<file path="config.mk">
export PLATFORM = sky130hd
export DESIGN_NAME = hlpl_out
export DESIGN_NICKNAME = d
export VERILOG_FILES = /design/src/design/hlpl_pkg.sv /design/src/design/hlpl_out.sv
export SDC_FILE = /design/constraint.sdc
export NUM_CORES = 1
export LEC_CHECK = 0
export ABC_CLOCK_PERIOD_IN_PS = 800
export BUFFER_PORTS_ARGS = -buffer_cell sky130_fd_sc_hd__buf_4
export CAP_MARGIN = 20
export CORE_AREA = 4 4 162 164
export CTS_BUF_LIST = sky130_fd_sc_hd__clkbuf_16
export DETAILED_ROUTE_END_ITERATION = 10
export DIE_AREA = 0 0 166 168
export PLACE_DENSITY_LB_ADDON = 0.25
export SLEW_MARGIN = 20
export SYNTH_ARGS = -nofsm -noshare
export SYNTH_HDL_FRONTEND = slang
export SYNTH_SLANG_ARGS = --single-unit
</file>
<file path="constraint.sdc">
create_clock -name clk -period 0.8 [get_ports clk]
set_input_delay 0 -clock clk [delete_from_list [all_inputs] [get_ports clk]]
set_output_delay 0 -clock clk [all_outputs]
set_load 0.01 [all_outputs]
</file>
<file path="src/design/hlpl_pkg.sv">
package hlpl_pkg;

	localparam int FRAC_BITS  = 16;
	localparam int MAX_RINGS  = 64;
	localparam int MAX_LAYERS = 256;

	localparam int IN_W  = 32;
	localparam int D_W   = IN_W + 1;
	localparam int P_W   = 2 * D_W;
	localparam int PZ_W  = P_W - FRAC_BITS;
	localparam int XS_W  = FRAC_BITS + 22;
	localparam int LAY_W = PZ_W + 1 - FRAC_BITS;

	localparam int HK      = 75674;
	localparam int HK_W    = 18;
	localparam int HK_BITS = 16;
	localparam int HP_W    = XS_W + HK_W;

	localparam int C_W = XS_W + 5;
	localparam int R_W = C_W - FRAC_BITS + 1;
	localparam int E_W = FRAC_BITS + 1;

	localparam int RC_W  = 7;
	localparam int LC_W  = 9;
	localparam int W_W   = 8;
	localparam int WW_W  = 14;
	localparam int IDX_W = 22;
	localparam int OUT_W = 16;

	typedef enum logic [3:0] {
		REG_ORIGIN_X    = 4'd0,
		REG_ORIGIN_Y    = 4'd1,
		REG_ORIGIN_Z    = 4'd2,
		REG_INV_PITCH   = 4'd3,
		REG_INV_PITCH_Z = 4'd4,
		REG_RING_COUNT  = 4'd5,
		REG_LAYER_COUNT = 4'd6,
		REG_FLAT_TOP    = 4'd7
	} cfg_reg_t;

	typedef struct packed {
		logic signed [IN_W-1:0] origin_x;
		logic signed [IN_W-1:0] origin_y;
		logic signed [IN_W-1:0] origin_z;
		logic [IN_W-1:0]        inv_pitch;
		logic [IN_W-1:0]        inv_pitch_z;
		logic                   flat_top;
		logic [RC_W-1:0]        rc;
		logic [LC_W-1:0]        lc;
		logic [W_W-1:0]         w;
		logic [WW_W-1:0]        ww;
	} cfg_t;

	typedef struct packed {
		logic signed [XS_W-1:0]  xs;
		logic signed [XS_W-1:0]  ys;
		logic signed [LAY_W-1:0] layer;
	} front_t;

	typedef struct packed {
		logic signed [R_W-1:0]   rq;
		logic signed [R_W-1:0]   rr;
		logic [R_W-1:0]          ring;
		logic signed [LAY_W-1:0] layer;
	} hex_t;

endpackage

</file>
<file path="src/design/hlpl_out.sv">
module hlpl_out import hlpl_pkg::*; (
	input  logic                    clk,
	input  logic                    arst_n,
	input  cfg_t                    cfg,
	input  logic                    in_valid,
	input  hex_t                    din,
	output logic                    done,
	output logic                    inside_res,
	output logic signed [OUT_W-1:0] axial_q,
	output logic signed [OUT_W-1:0] axial_r,
	output logic [OUT_W-1:0]        ring,
	output logic signed [OUT_W-1:0] layer,
	output logic [IDX_W-1:0]        cell_index
);

	logic                    valid_s8;
	logic                    inside_s8;
	logic signed [OUT_W-1:0] q_s8, r_s8, layer_s8;
	logic [OUT_W-1:0]        ring_s8;
	logic [IDX_W-1:0]        idx_s8;

	logic             in_lattice;
	logic [W_W-1:0]   m, col, row;
	logic [IDX_W-1:0] idx;

	function automatic logic signed [OUT_W-1:0] sat_r(input logic signed [R_W-1:0] v);
		if (v > R_W'(32767))
			sat_r = OUT_W'(32767);
		else if (v < -R_W'(32768))
			sat_r = OUT_W'(-32768);
		else
			sat_r = v[OUT_W-1:0];
	endfunction

	function automatic logic signed [OUT_W-1:0] sat_l(input logic signed [LAY_W-1:0] v);
		if (v > LAY_W'(32767))
			sat_l = OUT_W'(32767);
		else if (v < -LAY_W'(32768))
			sat_l = OUT_W'(-32768);
		else
			sat_l = v[OUT_W-1:0];
	endfunction

	assign in_lattice = (din.ring < R_W'(cfg.rc)) && !din.layer[LAY_W-1]
		&& (din.layer < $signed({1'b0, cfg.lc}));

	assign m   = W_W'(cfg.rc) - W_W'(1);
	assign col = din.rq[W_W-1:0] + m;
	assign row = din.rr[W_W-1:0] + m;
	assign idx = IDX_W'(din.layer[W_W-1:0]) * IDX_W'(cfg.ww)
		+ IDX_W'(row) * IDX_W'(cfg.w) + IDX_W'(col);

	always_ff @(posedge clk or negedge arst_n) begin
		if (!arst_n) begin
			valid_s8 <= 1'b0;
		end else begin
			valid_s8 <= in_valid;
		end
	end

	always_ff @(posedge clk) begin
		inside_s8 <= in_lattice;
		q_s8      <= sat_r(din.rq);
		r_s8      <= sat_r(din.rr);
		ring_s8   <= (din.ring > R_W'(65535)) ? OUT_W'(65535) : din.ring[OUT_W-1:0];
		layer_s8  <= sat_l(din.layer);
		idx_s8    <= in_lattice ? idx : '0;
	end

	assign done       = valid_s8;
	assign inside_res = inside_s8;
	assign axial_q    = q_s8;
	assign axial_r    = r_s8;
	assign ring       = ring_s8;
	assign layer      = layer_s8;
	assign cell_index = idx_s8;

endmodule

</file>
==> metrics <==
initial antenna violation count=2; clock root buffer=clkbuf_16; Area Growth Syn to Fin=63.2%; Routed WL per cell=16.3 microns; # IOs=409; die width=approximately 170 microns; Least-Margin Pin Slew=389 ps; Pins Over Slew Limit=0; pre-CTS WS=-5810 ps; Core Region=24,900 sq um; Top Family by Delay on Critical Path=adder cells; FP Rows=58; register area share after synthesis=17.9%; worst min path class=input pin to register; Port Buffers=about 250; Yosys top cell area share=approximately 29%; clock sink count=slightly below 90; vias in the first global route=9,909; outcome=finished with violations; Routed Antenna Nets=0; period utilization=766%; Syn Nets=around 1.7k; crit-path max cell delay=540 ps; Crit path required time=1050 ps; Main synth FF type=dfxtp_1; Non-Filler Instances=1,908; Clock transition at path regs=around 80 ps; Cells after Synth=1,090; Post-synth top cells=inv_1 (234), fa_1 (144), nand2_1 (123); H-Tree Depth=3; failing checks=negative hold slack, negative setup slack; Min Hold Slack=-97.2 ps; drt drc=0; Mapped Area=9860 sq um; Fin. Hold Viols=3; CP endpoint kind=register; share of layout cells above drive strength 1=45.6%; DRT iter0 DRCs=around 370; Initial Util=39.6%; Avg Vias per Cell=around 4.7; Period minus WS final=6130 ps; drt first pass iters=5; hold buffers post-CTS=54; Yosys warnings=0; Post-synth EDFFs=0; dpl cells=around 1.8k; grt ovf=0; WS Path Type=input pin to register; largest net degree at the start of global routing=18; n_diodes=0; most used standard cell by instance count after synthesis=inv_1; most used cell, CP=fa_1; largest cells by area after synthesis=fa_1 (29%), dfxtp_1 (18%), ha_1 (15%); GP Congestion=0.918; Final WS setup=-5330 ps; syn avg cell area=slightly above 9 sq um; library cells used by synthesis=39; Startpoint Class=input pin; DP HPWL=~25,000 microns; critical path fanouts, max=5; FFs w/ async S/R, synth=under 10%; first-pass GRT wire length=about 50,000 microns; CTS Buf Count=9; Clock Path Buffers=2; buffers and inverters on the worst path=8; vias=9,010; Yosys reg bits=88; Die Footprint=between 20,000 and 30,000 sq um; drt total wl=slightly above 30,000 microns; fin nets=around 2.2k; biggest area consumer among synthesized cells=fa_1; max_cap viols=0; RSZ-0062 raised after global routing=true; CTS tree=built; Critical Path Slowest Stage Cell=fa_1; Die Height=roughly 170 microns; max_slew headroom=74.0%; critical path arrival=~6400 ps; GRT Overall Usage=a little over a fifth; Highest Clock Rate=around 160 MHz; setup violators final=25
-- layout make-up --
cell class / instances / area, sq um
flip-flops and latches: 88 / 1870
fillers: 1985 / 8800
multi-input cells: 749 / 8340
well taps: 330 / 413
repair buffers: 491 / 4300
inverters: 234 / 890
clock buffers: 9 / 225
clock inverters: 7 / 60.1
-- logic make-up (layout without fill, tap and decap cells) --
group | after synthesis | in the layout | synth area share [%]
xor+xnor | 36 | 36 | 3.20
simple gates | 342 | 345 | 17.6
fa+ha+maj | 261 | 261 | 44.1
flops | 88 | 88 | 17.9
buf+inv | 256 | 741 | 9.94
compound gates | 107 | 107 | 7.31
-- placed cells by master, fill, tap and decap left out, types with 10 or more instances in the layout --
master and instances:
a21oi_1 12, nor2_1 30, dfxtp_2 79, nand2_1 118, or2_4 13, a21o_1 13, inv_1 204, nand4_1 15
buf_4 318, buf_6 113, dlygate4sd3_1 54, inv_2 27, fa_2 11, nor4_4 10, xnor2_1 17, ha_1 83
ha_4 34, fa_1 133, and2_1 95, o21a_1 33
-- registers in the layout, summed over array words and instances, names as in the netlist --
| name | flops |
|---|---|
| axial_q | 16 |
| axial_r | 16 |
| cell_index | 22 |
| done | 1 |
| inside_res | 1 |
| layer | 16 |
| ring | 16 |
-- through the flow --
stage               TNS, ps  area [sq um]  util, %
floorplan           -103580         10400        -
global placement    -125900         13800     55.6
detailed placement  -127850         13800     55.6
CTS                 -100790         15700     63.0
global route        -107660         16100     64.6
finish              -101360         16100     64.6
-- repair_timing --
action                                  CTS  global route
gates resized for setup                 226           106
endpoints found under the hold margin    56             3
setup buffers                            18             8
gates cloned                              2             1
pin swaps                                54            53
endpoints found under the setup margin  111           126
-- path summary, 6_finish.rpt --
check / from / to / slack [ps] / cells past startpoint
max in group asynchronous: arst_n / done / 240 / 3
min in group asynchronous: arst_n / done / 460 / 3
worst min-delay path: din[47] / ring[12] / -100 / 2
worst max-delay path: cfg[31] / cell_index[9] / -5330 / 30
-- routing by layer --
layer	part of all wire, %	GRT usage (%)	up-vias	wire length, microns
met5	0	0	-	0
met4	2.7	7.25	0	853
met3	5.6	4.98	53	1730
met2	52	39.9	257	16100
met1	40	25.4	4357	12400
li1	-	-	4343	-
Power is left out: the tool's default activity adds up to more than one toggle a clock period on the data nets, which glitch-free logic cannot reach.
