<file path="config.mk">
export PLATFORM = sky130hd
export DESIGN_NAME = hlpl_cfg
export DESIGN_NICKNAME = d
export VERILOG_FILES = /design/src/design/hlpl_pkg.sv /design/src/design/hlpl_cfg.sv
export SDC_FILE = /design/constraint.sdc
export NUM_CORES = 1
export LEC_CHECK = 0
export ABC_CLOCK_PERIOD_IN_PS = 4650
export BUFFER_PORTS_ARGS = -buffer_cell sky130_fd_sc_hd__buf_2
export CAP_MARGIN = 20
export CORE_MARGIN = 4
export CORE_UTILIZATION = 38
export CTS_BUF_LIST = sky130_fd_sc_hd__clkbuf_4
export DETAILED_ROUTE_END_ITERATION = 8
export GPL_TIMING_DRIVEN = 0
export PLACE_DENSITY = 0.67
export SETUP_SLACK_MARGIN = 0.02
export SLEW_MARGIN = 30
export SYNTH_ARGS = -nofsm -noshare
export SYNTH_HDL_FRONTEND = slang
export SYNTH_SLANG_ARGS = --single-unit
</file>
<file path="constraint.sdc">
create_clock -name clk -period 4.65 [get_ports clk]
set_input_delay 0.93 -clock clk [delete_from_list [all_inputs] [get_ports clk]]
set_output_delay 0.93 -clock clk [all_outputs]
set_load 0.1 [all_outputs]
</file>
<file path="src/design/hlpl_pkg.sv">
package hlpl_pkg;

	localparam int FRAC_BITS  = 16;
	localparam int MAX_RINGS  = 64;
	localparam int MAX_LAYERS = 256;

	localparam int IN_W  = 32;
	localparam int D_W   = IN_W + 1;
	localparam int P_W   = 2 * D_W;
	localparam int PZ_W  = P_W - FRAC_BITS;
	localparam int XS_W  = FRAC_BITS + 22;
	localparam int LAY_W = PZ_W + 1 - FRAC_BITS;

	localparam int HK      = 75674;
	localparam int HK_W    = 18;
	localparam int HK_BITS = 16;
	localparam int HP_W    = XS_W + HK_W;

	localparam int C_W = XS_W + 5;
	localparam int R_W = C_W - FRAC_BITS + 1;
	localparam int E_W = FRAC_BITS + 1;

	localparam int RC_W  = 7;
	localparam int LC_W  = 9;
	localparam int W_W   = 8;
	localparam int WW_W  = 14;
	localparam int IDX_W = 22;
	localparam int OUT_W = 16;

	typedef enum logic [3:0] {
		REG_ORIGIN_X    = 4'd0,
		REG_ORIGIN_Y    = 4'd1,
		REG_ORIGIN_Z    = 4'd2,
		REG_INV_PITCH   = 4'd3,
		REG_INV_PITCH_Z = 4'd4,
		REG_RING_COUNT  = 4'd5,
		REG_LAYER_COUNT = 4'd6,
		REG_FLAT_TOP    = 4'd7
	} cfg_reg_t;

	typedef struct packed {
		logic signed [IN_W-1:0] origin_x;
		logic signed [IN_W-1:0] origin_y;
		logic signed [IN_W-1:0] origin_z;
		logic [IN_W-1:0]        inv_pitch;
		logic [IN_W-1:0]        inv_pitch_z;
		logic                   flat_top;
		logic [RC_W-1:0]        rc;
		logic [LC_W-1:0]        lc;
		logic [W_W-1:0]         w;
		logic [WW_W-1:0]        ww;
	} cfg_t;

	typedef struct packed {
		logic signed [XS_W-1:0]  xs;
		logic signed [XS_W-1:0]  ys;
		logic signed [LAY_W-1:0] layer;
	} front_t;

	typedef struct packed {
		logic signed [R_W-1:0]   rq;
		logic signed [R_W-1:0]   rr;
		logic [R_W-1:0]          ring;
		logic signed [LAY_W-1:0] layer;
	} hex_t;

endpackage

</file>
<file path="src/design/hlpl_cfg.sv">
module hlpl_cfg import hlpl_pkg::*; (
	input  logic            clk,
	input  logic            arst_n,
	input  logic            wr_en,
	input  logic [3:0]      wr_addr,
	input  logic [IN_W-1:0] wr_data,
	output cfg_t            cfg
);

	logic signed [IN_W-1:0] origin_x_q, origin_y_q, origin_z_q;
	logic [IN_W-1:0]        inv_pitch_q, inv_pitch_z_q;
	logic [RC_W-1:0]        ring_count_q;
	logic [LC_W-1:0]        layer_count_q;
	logic                   flat_top_q;
	logic [WW_W-1:0]        ww_q;
	logic [RC_W-1:0]        rc;
	logic [LC_W-1:0]        lc;
	logic [W_W-1:0]         w;
	logic [2*W_W-1:0]       w_sq;

	always_ff @(posedge clk or negedge arst_n) begin
		if (!arst_n) begin
			origin_x_q    <= '0;
			origin_y_q    <= '0;
			origin_z_q    <= '0;
			inv_pitch_q   <= IN_W'(65536);
			inv_pitch_z_q <= IN_W'(65536);
			ring_count_q  <= RC_W'(1);
			layer_count_q <= LC_W'(1);
			flat_top_q    <= 1'b0;
		end else if (wr_en) begin
			unique case (cfg_reg_t'(wr_addr))
				REG_ORIGIN_X:    origin_x_q    <= wr_data;
				REG_ORIGIN_Y:    origin_y_q    <= wr_data;
				REG_ORIGIN_Z:    origin_z_q    <= wr_data;
				REG_INV_PITCH:   inv_pitch_q   <= wr_data;
				REG_INV_PITCH_Z: inv_pitch_z_q <= wr_data;
				REG_RING_COUNT:  ring_count_q  <= wr_data[RC_W-1:0];
				REG_LAYER_COUNT: layer_count_q <= wr_data[LC_W-1:0];
				REG_FLAT_TOP:    flat_top_q    <= wr_data[0];
				default: ;
			endcase
		end
	end

	assign rc   = (ring_count_q > RC_W'(MAX_RINGS)) ? RC_W'(MAX_RINGS) : ring_count_q;
	assign lc   = (layer_count_q > LC_W'(MAX_LAYERS)) ? LC_W'(MAX_LAYERS) : layer_count_q;
	assign w    = {rc, 1'b0} - W_W'(1);
	assign w_sq = w * w;

	always_ff @(posedge clk) begin
		ww_q <= w_sq[WW_W-1:0];
	end

	always_comb begin
		cfg.origin_x    = origin_x_q;
		cfg.origin_y    = origin_y_q;
		cfg.origin_z    = origin_z_q;
		cfg.inv_pitch   = inv_pitch_q;
		cfg.inv_pitch_z = inv_pitch_z_q;
		cfg.flat_top    = flat_top_q;
		cfg.rc          = rc;
		cfg.lc          = lc;
		cfg.w           = w;
		cfg.ww          = ww_q;
	end

endmodule

</file>
==> run metrics <==
Reg clk slew, reported paths 0.18 ns; ranking of synthesized cells by area dfrtp_1, mux2_2, fa_1, ha_1, dfxtp_1; Synth warnings 0; Setup crit end kind register; worst reg-to-reg path cell count 18; clock tree from TritonCTS yes; min Tclk post-route 4.740 ns; Vias 5,646; Synth area leader dfrtp_1; FF+latch count, synth 188; status finished with violations; Post-DRT Antenna Nets 0; drt total wl 20,500 microns; 1st-pass router iterations 4; setup slack, reg-to-reg -0.09 ns; pin count of the biggest net entering global routing 64; CP Capture Point ww_q[11]; number of fill cells 1,962; worst hold path type in2async; # rows 54; Netlist cell types 44; initial drt markers between 100 and 150; die area 24,840 sq um; fin nets 961; reg2reg end ww_q[11]; Placer Congestion slightly below 0.8; Top Ports between 200 and 250; clock sinks 188; Final period util 101.9%; Clk Tree Root Cell clkbuf_4; DP HPWL 14,700 microns; post-synth top area share around 51%; CTS Buf Count 17; Mapped Cells 602; Avg Cell Area, Syn 14.13 sq um; DIE WIDTH ~160 microns; number of remaining DRC errors 0; CP Launch Type register; DP Cell Count 1,118; RSZ-0062 raised after global routing true; layout cells sized above 1 60.05%; core footprint 21,890 sq um; skew final 0.02312 ns; initial antenna violation count 2; first-pass GRT wire length 32,660 microns; max frequency around 210 MHz; worst setup path class reg2reg; relative slew slack 61.03%; crit path max fanout 9; Final Setup Violations 3; H-Tree Depth 4; Die Y 157.6 microns; Reg-to-Reg Start ring_count_q[2]; crit path DAT approximately 5.2 ns; grt ovf 0; CP Data Required Time 5.13 ns; Non-Filler Instances between 1,000 and 1,500; sequential-to-total area share from yosys stat 54.71%; post-DR vias/cell 4.834; Skew-Pair Late Insertion Delay 0.56 ns; area grow syn2layout 26.77%; Cell Area, Synth 8507 sq um; MaxCap Viol Count 0; failing checks negative setup slack; vias in the first global route 6,015; Wirelength per Cell 17.55 microns; register area between 4000 and 5000 sq um; GRT Total Usage roughly 17%; Worst Max-Slew Pin Slew 0.5819 ns; setup ws final -0.08998 ns; Pins Over Slew Limit 0; Crit. Startpoint ring_count_q[2]; Hold Fails Final Rpt 0; Initial Utilization 38.86%; Multi-input gate area 3732 sq um; I/O Buffers 232; maximum root-to-sink buffer count 2
-- synthesized netlist by cell type, drive strengths merged --
library cell,instances
a2111oi,1
a211o,1
a211oi,1
a21o,4
a21oi,4
a221oi,2
a31oi,1
and2,2
and3,3
buf,24
clkbuf,5
conb,2
dfrtp,173
dfstp,4
dfxtp,11
fa,25
ha,24
inv,41
mux2,177
nand2,14
nand2b,5
nand3,1
nand3b,3
nor2,21
nor2b,13
nor3,6
nor3b,4
o211ai,1
o21ai,5
o21ba,1
o21bai,1
o22a,1
o22ai,1
or2,4
xnor2,14
xor2,2
-- timing repair --
item | 4_1_cts | 5_1_grt
gates resized for setup | 15 | 12
buffers inserted | 13 | 3
pin swaps | 8 | 6
setup endpoints to repair | 5 | 5
hold buffers | 0 | 0
-- per-layer routing --
layer  vias to the layer above  GRT usage (%)  part of all wire [%]
met3                        13          5.741                   6.7
met1                      2898          21.58                    44
met4                         0          4.261                   1.0
met2                       149          27.48                    48
li1                       2586              -                     -
met5                         -              0                     0
-- worst min-delay path by stage --
stage	to	slack [ns]
floorplan	layer_count_q[1]	0.47
global placement	inv_pitch_q[6]	0.46
detailed placement	inv_pitch_z_q[4]	0.49
CTS	origin_z_q[7]	0.19
global route	origin_z_q[4]	0.19
finish	origin_z_q[7]	0.23
-- cells in the final DEF, fill, tap and decap left out, drive strengths merged, types with 5 or more instances in the layout --
cell type,count
xnor2,14
buf,274
inv,44
mux2,177
clkbuf,22
dfxtp,11
nor2b,13
nor3,6
ha,24
nand2,14
o21ai,5
nand2b,5
dfrtp,173
clkinv,10
nor2,21
fa,25
-- sequential cells by signal, indices dropped and copies added (netlist names) --
name           count
inv_pitch_z_q     32
origin_x_q        32
inv_pitch_q       32
layer_count_q      9
ring_count_q       7
ww_q              11
origin_y_q        32
origin_z_q        32
flat_top_q         1
-- cell type report --
cell class / instances / area share [%]
antenna: 2 / 0.04641
buffer: 29 / 1.740
clock buffer: 17 / 1.183
clock inverter: 15 / 2.019
inverter: 41 / 1.485
multi-input combinational: 346 / 34.61
sequential: 188 / 43.18
tap: 280 / 3.249
timing repair buffer: 250 / 12.48
-- logic make-up (layout without fill, tap and decap cells) --
family	Yosys count	in the layout	share of synthesized area, %
simple gates	76	76	4.780
xor+xnor	16	16	1.647
buf+inv	70	352	3.942
flops	188	188	54.71
other cells	2	6	0.08828
compound gates	24	24	1.986
fa+ha+maj	49	49	9.413
mux	177	177	23.43
-- per-stage QoR --
stage / cell area [sq um] / util, % / setup slack (ns) / hold WS [ns] / TNS, ns
6_report: 10780 / 49.26 / -0.08998 / 0.2346 / -0.1484
5_1_grt: 10780 / 49.26 / -0.2811 / 0.1912 / -0.8363
4_1_cts: 10700 / 48.87 / -0.04307 / 0.1905 / -0.05122
3_5_place_dp: 10200 / 46.58 / -0.4758 / 0.4859 / -1.600
3_3_place_gp: 10130 / 46.28 / -0.4328 / 0.4646 / -42.80
2_1_floorplan: 8621 / - / -0.7092 / 0.4727 / -3.354
-- critical path: stages (launching register included) --
cell,delay (ns)
dfrtp_2,0.50
nor3_4,0.23
nand2_1,0.14
xnor2_2,0.22
nor2_4,0.11
or2_2,0.29
fa_1,0.49
inv_2,0.04
fa_1,0.52
inv_1,0.05
fa_1,0.45
fa_1,0.50
inv_2,0.05
ha_4,0.21
and3_4,0.18
a221oi_4,0.30
o21bai_2,0.12
buf_4,0.15
xor2_1,0.13
Power is not shown: default switching activity piles up to over one toggle a cycle in this logic, so the estimate is an artifact.
