**config.mk**
```make
export PLATFORM = sky130hd
export DESIGN_NAME = hlpl_hex
export DESIGN_NICKNAME = d
export VERILOG_FILES = /design/src/design/hlpl_pkg.sv /design/src/design/hlpl_hex.sv
export SDC_FILE = /design/constraint.sdc
export NUM_CORES = 2
export LEC_CHECK = 0
export ABC_AREA = 1
export BUFFER_PORTS_ARGS = -buffer_cell sky130_fd_sc_hd__buf_2
export CORE_MARGIN = 2
export CORE_UTILIZATION = 45
export CTS_CLUSTER_DIAMETER = 120
export DETAILED_ROUTE_END_ITERATION = 8
export PLACE_DENSITY = 0.7
export SETUP_SLACK_MARGIN = 0.05
export SLEW_MARGIN = 20
export SYNTH_ARGS = -nofsm -noshare
export SYNTH_HDL_FRONTEND = slang
export SYNTH_SLANG_ARGS = --single-unit
```
**constraint.sdc**
```tcl
create_clock -name clk -period 7.1 [get_ports clk]
set_clock_uncertainty 0.2 [all_clocks]
set_input_delay 0.355 -clock clk [delete_from_list [all_inputs] [get_ports clk]]
set_output_delay 0.355 -clock clk [all_outputs]
set_load 0.1 [all_outputs]
```
**src/design/hlpl_pkg.sv**
```systemverilog
package hlpl_pkg;

	localparam int FRAC_BITS  = 16;
	localparam int MAX_RINGS  = 64;
	localparam int MAX_LAYERS = 256;

	localparam int IN_W  = 32;
	localparam int D_W   = IN_W + 1;
	localparam int P_W   = 2 * D_W;
	localparam int PZ_W  = P_W - FRAC_BITS;
	localparam int XS_W  = FRAC_BITS + 22;
	localparam int LAY_W = PZ_W + 1 - FRAC_BITS;

	localparam int HK      = 75674;
	localparam int HK_W    = 18;
	localparam int HK_BITS = 16;
	localparam int HP_W    = XS_W + HK_W;

	localparam int C_W = XS_W + 5;
	localparam int R_W = C_W - FRAC_BITS + 1;
	localparam int E_W = FRAC_BITS + 1;

	localparam int RC_W  = 7;
	localparam int LC_W  = 9;
	localparam int W_W   = 8;
	localparam int WW_W  = 14;
	localparam int IDX_W = 22;
	localparam int OUT_W = 16;

	typedef enum logic [3:0] {
		REG_ORIGIN_X    = 4'd0,
		REG_ORIGIN_Y    = 4'd1,
		REG_ORIGIN_Z    = 4'd2,
		REG_INV_PITCH   = 4'd3,
		REG_INV_PITCH_Z = 4'd4,
		REG_RING_COUNT  = 4'd5,
		REG_LAYER_COUNT = 4'd6,
		REG_FLAT_TOP    = 4'd7
	} cfg_reg_t;

	typedef struct packed {
		logic signed [IN_W-1:0] origin_x;
		logic signed [IN_W-1:0] origin_y;
		logic signed [IN_W-1:0] origin_z;
		logic [IN_W-1:0]        inv_pitch;
		logic [IN_W-1:0]        inv_pitch_z;
		logic                   flat_top;
		logic [RC_W-1:0]        rc;
		logic [LC_W-1:0]        lc;
		logic [W_W-1:0]         w;
		logic [WW_W-1:0]        ww;
	} cfg_t;

	typedef struct packed {
		logic signed [XS_W-1:0]  xs;
		logic signed [XS_W-1:0]  ys;
		logic signed [LAY_W-1:0] layer;
	} front_t;

	typedef struct packed {
		logic signed [R_W-1:0]   rq;
		logic signed [R_W-1:0]   rr;
		logic [R_W-1:0]          ring;
		logic signed [LAY_W-1:0] layer;
	} hex_t;

endpackage

```
**src/design/hlpl_hex.sv**
```systemverilog
module hlpl_hex import hlpl_pkg::*; (
	input  logic   clk,
	input  logic   arst_n,
	input  logic   flat_top,
	input  logic   in_valid,
	input  front_t din,
	output logic   out_valid,
	output hex_t   dout
);

	localparam logic signed [HK_W-1:0] HK_S = HK_W'(HK);
	localparam logic [C_W:0] HALF = (C_W+1)'(1) << (FRAC_BITS-1);

	logic valid_s4, valid_s5, valid_s6, valid_s7;

	logic signed [HP_W-1:0]  hp_s4;
	logic signed [XS_W-1:0]  b_s4;
	logic signed [LAY_W-1:0] layer_s4, layer_s5, layer_s6, layer_s7;

	logic signed [C_W-1:0] cx_s5, cy_s5, cz_s5;

	logic signed [R_W-1:0] rx_s6, ry_s6, rz_s6;
	logic [E_W-1:0]        ex_s6, ey_s6, ez_s6;

	logic signed [R_W-1:0] rq_s7, rr_s7;
	logic [R_W-1:0]        ring_s7;

	logic signed [XS_W-1:0] mul_a, mul_b;
	logic signed [C_W-1:0]  first, second, cx, cz;
	logic signed [R_W-1:0]  fx, fy, fz;
	logic [R_W-1:0]         ax, ay, az, rmax;

	function automatic logic signed [R_W-1:0] round_ha(input logic signed [C_W-1:0] v);
		logic signed [C_W:0] ve;
		logic [C_W:0]        mag;
		logic [C_W:0]        sh;
		ve  = (C_W+1)'(v);
		mag = ve[C_W] ? -ve : ve;
		sh  = (mag + HALF) >> FRAC_BITS;
		round_ha = ve[C_W] ? R_W'(-sh) : R_W'(sh);
	endfunction

	function automatic logic [E_W-1:0] round_err(input logic signed [C_W-1:0] v,
			input logic signed [R_W-1:0] r);
		logic signed [C_W:0] diff;
		logic signed [E_W-1:0] d;
		diff = ((C_W+1)'(r) <<< FRAC_BITS) - (C_W+1)'(v);
		d    = diff[E_W-1:0];
		round_err = d[E_W-1] ? E_W'(-d) : E_W'(d);
	endfunction

	function automatic logic [R_W-1:0] abs_r(input logic signed [R_W-1:0] v);
		abs_r = v[R_W-1] ? R_W'(-v) : R_W'(v);
	endfunction

	assign mul_a = flat_top ? din.ys : din.xs;
	assign mul_b = flat_top ? din.xs : din.ys;

	assign first  = C_W'($signed(hp_s4[HP_W-1:HK_BITS]));
	assign second = C_W'(b_s4) - C_W'($signed(hp_s4[HP_W-1:HK_BITS+1]));
	assign cx     = flat_top ? first : second;
	assign cz     = flat_top ? second : first;

	always_comb begin
		fx = rx_s6;
		fy = ry_s6;
		fz = rz_s6;
		priority if (ex_s6 > ey_s6 && ex_s6 > ez_s6) begin
			fx = -ry_s6 - rz_s6;
		end else if (ey_s6 > ex_s6 && ey_s6 > ez_s6) begin
			fy = -rx_s6 - rz_s6;
		end else begin
			fz = -rx_s6 - ry_s6;
		end
		ax   = abs_r(fx);
		ay   = abs_r(fy);
		az   = abs_r(fz);
		rmax = ax;
		if (ay > rmax)
			rmax = ay;
		if (az > rmax)
			rmax = az;
	end

	always_ff @(posedge clk or negedge arst_n) begin
		if (!arst_n) begin
			valid_s4 <= 1'b0;
			valid_s5 <= 1'b0;
			valid_s6 <= 1'b0;
			valid_s7 <= 1'b0;
		end else begin
			valid_s4 <= in_valid;
			valid_s5 <= valid_s4;
			valid_s6 <= valid_s5;
			valid_s7 <= valid_s6;
		end
	end

	always_ff @(posedge clk) begin
		hp_s4    <= mul_a * HK_S;
		b_s4     <= mul_b;
		layer_s4 <= din.layer;

		cx_s5    <= cx;
		cz_s5    <= cz;
		cy_s5    <= -cx - cz;
		layer_s5 <= layer_s4;

		rx_s6    <= round_ha(cx_s5);
		ry_s6    <= round_ha(cy_s5);
		rz_s6    <= round_ha(cz_s5);
		ex_s6    <= round_err(cx_s5, round_ha(cx_s5));
		ey_s6    <= round_err(cy_s5, round_ha(cy_s5));
		ez_s6    <= round_err(cz_s5, round_ha(cz_s5));
		layer_s6 <= layer_s5;

		rq_s7    <= fx;
		rr_s7    <= fz;
		ring_s7  <= rmax;
		layer_s7 <= layer_s6;
	end

	assign out_valid  = valid_s7;
	assign dout.rq    = rq_s7;
	assign dout.rr    = rr_s7;
	assign dout.ring  = ring_s7;
	assign dout.layer = layer_s7;

endmodule

```
==> results_dict.tcl <==
set metrics [dict create \
    status "finished with violations" \
    violations "negative setup slack" \
    ys_top_cells_by_count "nand2_1, inv_1, nor2_1, ha_1, dfxtp_1" \
    grt_pass1_vias 54673 \
    path_buf_inv 15 \
    synthTopCellsByArea "dfxtp_1, nand2_1, ha_1" \
    path_class "flip-flop to flip-flop" \
    cts_sinks 564 \
    core_area_um2 120000 \
    viasPerCell 5.21 \
    startpoint_type "flip-flop" \
    synthArstFlopShare_pct 0.709 \
    cts_buffer_depth 3 \
    synth_ff_type "dfxtp_1" \
    diodes 0 \
    fin_crit_ns 7.82 \
    synth.distinct_cells 66 \
    grt_use_total_pct 31.9 \
    yosysTopAreaCell "dfxtp_1" \
    syn_inst 8021 \
    insertion_delay_ns 0.69 \
    final_max_slew_viol_count 0 \
    period_share_pct 110 \
    die_w_um 352 \
    drive_gt1_share_pct 16.9 \
    synth_nets 8972 \
    ys_warn_count 0 \
    path_delay_family "simple AND/OR/NAND/NOR gates" \
    cp.arrival_ns 8.19 \
    critical-path-max-stage-delay_ns 0.33 \
    routed_wl_um 201000 \
    antenna_found_initial 5 \
    setup_viol 28 \
    synth_top_area_share_pct 20.5 \
    drtAntennaViolNets 0 \
    m1WireLength_um 89800 \
    port-buffer-count 234 \
    grt_max_degree 111 \
    wl_per_cell_um 18.7 \
    remaining_drc_errors 0 \
    netlist_area_um2 54600 \
    wl_met2_um 88800 \
    n_fill_cell 11697 \
    hold-worst-slack_ns 0.0808 \
    clkTransAtPathRegs_ns 0.06 \
    rsz0062_at_grt "true" \
    cts_buffers 68 \
    yosysSeqAreaShare_pct 20.7 \
    cp.required_ns 7.48 \
    grt.overflow.total 0 \
    h-tree-depth 3 \
    wl_met3_um 13700 \
    critPathMaxFanout 7 \
    syn_area_per_cell_um2 6.81 \
    root_buffer "clkbuf_16" \
    gp_congestion 1.05 \
    top_layer_used "met5" \
    io_pins 235 \
    worst_pin_slew_ns 1.26 \
    fmax_mhz 128 \
    fin_nets 10012 \
    place_hpwl_um 172000 \
    synth.most_common_cell "nand2_1" \
    routed-via-count 55896 \
    dpl_cell_area_um2 62500 \
    end_kind "flip-flop" \
    relSlewSlack_pct 15.0 \
    cts_tree "built" \
    crit_slowest_cell "dfxtp_2" \
    synthToLayoutAreaGrowth_pct 23.1 \
    design_area_um2 67200 \
    die_h_um 352 \
    start_util_pct 45.5 \
    preCtsSetupSlack_ns -1.01 \
    seq_area_um2 11300 \
    multi_input_area_um2 38100 \
    drtPass1Iterations 6 \
    worst_slack_ns -0.718 \
    rows 127 \
    die-area_um2 124000 \
    hold_path_class "input port to flip-flop" \
    synth_seq_cells 564 \
    final_hold_viol_count 0 \
    first_iter_violations 5082 \
    synth_edf_count 0 \
    maxCapViolCount 0 \
    grt_pass1_wl_um 309000 \
]
[layer usage]
| layer | vias to the layer above | global-route usage, % |
|---|---|---|
| met5 | - | 0 |
| met4 | 6 | 12.2 |
| met3 | 399 | 4.91 |
| met2 | 1896 | 51.6 |
| met1 | 26118 | 42.8 |
| li1 | 27477 | - |
[cell usage in the layout, fill, tap and decap left out, types with 101 or more instances in the layout]
master and count:
nand2_1 2069, inv_1 1376, buf_4 701, nor2_1 642, ha_1 566, dfxtp_1 555, nand3_1 454, o21ai_0 357
a21oi_1 321, fa_1 253, xor2_1 251, buf_2 234, nand4_1 148, nand2_2 117, dlygate4sd3_1 113, xnor2_1 101
[final timing paths]
check,from,end,slack (ns),cells after the start
min in group asynchronous,arst_n,valid_s6,0.39,3
worst min register to register,layer_s4[20],layer_s5[20],0.11,0
worst max-delay path,rx_s6[1],ring_s7[14],-0.72,59
worst min-delay path,din[58],b_s4[23],0.08,3
max in group asynchronous,arst_n,valid_s4,6.10,3
worst max register to register,rx_s6[1],ring_s7[14],-0.72,59
[per-stage QoR]
step,setup TNS [ns],std cells,utilization (%)
5_1_grt,-32.29,10728,56.0
2_1_floorplan,0,8021,-
6_report,-18.50,10728,56.0
3_3_place_gp,-21.12,10436,52.1
4_1_cts,-11.75,10720,55.7
3_5_place_dp,-28.22,10436,52.1
[worst reg2reg max path: cells and delay by family (launching register included)]
family | cells | cell delay [ns]
and+or+nand+nor | 31 | 3.40
buffers and inverters | 15 | 1.56
xor gates and xnor gates | 1 | 0.17
adders and majority gates | 4 | 0.97
DFF | 1 | 0.33
AOI/OAI and AO/OA | 8 | 1.04
[area by class of cell]
cell class | instances | share of cell area (%)
Timing Repair Buffer | 1076 | 12.0
Inverter | 1429 | 7.99
Multi-Input combinational cell | 5922 | 56.7
Clock buffer | 88 | 2.73
Clock inverter | 37 | 0.780
Sequential cell | 564 | 16.8
Tap cell | 1612 | 3.00
[cells by family after synthesis]
logic type      Yosys count  share of synthesized area [%]
simple gates           3793                           30.5
buf+inv                1535                           10.9
compound gates          929                           9.26
fa+ha+maj               837                           22.6
flops                   564                           20.7
xor+xnor                363                           5.97
[registers in the layout, indices dropped and copies added, names as in the netlist, 17 cells and up]
name,count
b_s4,38
cx_s5,40
cy_s5,43
cz_s5,40
ex_s6,17
ey_s6,17
ez_s6,17
hp_s4,40
layer_s4,35
layer_s5,35
layer_s6,35
layer_s7,35
ring_s7,28
rq_s7,28
rr_s7,28
rx_s6,28
ry_s6,28
rz_s6,28
[what timing repair did]
item,in CTS,in global routing
buffers inserted,42,9
pin swaps,69,53
endpoints found under the setup margin,28,31
hold buffers,113,0
resized for setup,136,58
hold endpoints to repair,78,0
cloned,6,1
Power is not shown: default switching activity piles up to over one toggle a cycle in this logic, so the estimate is an artifact.
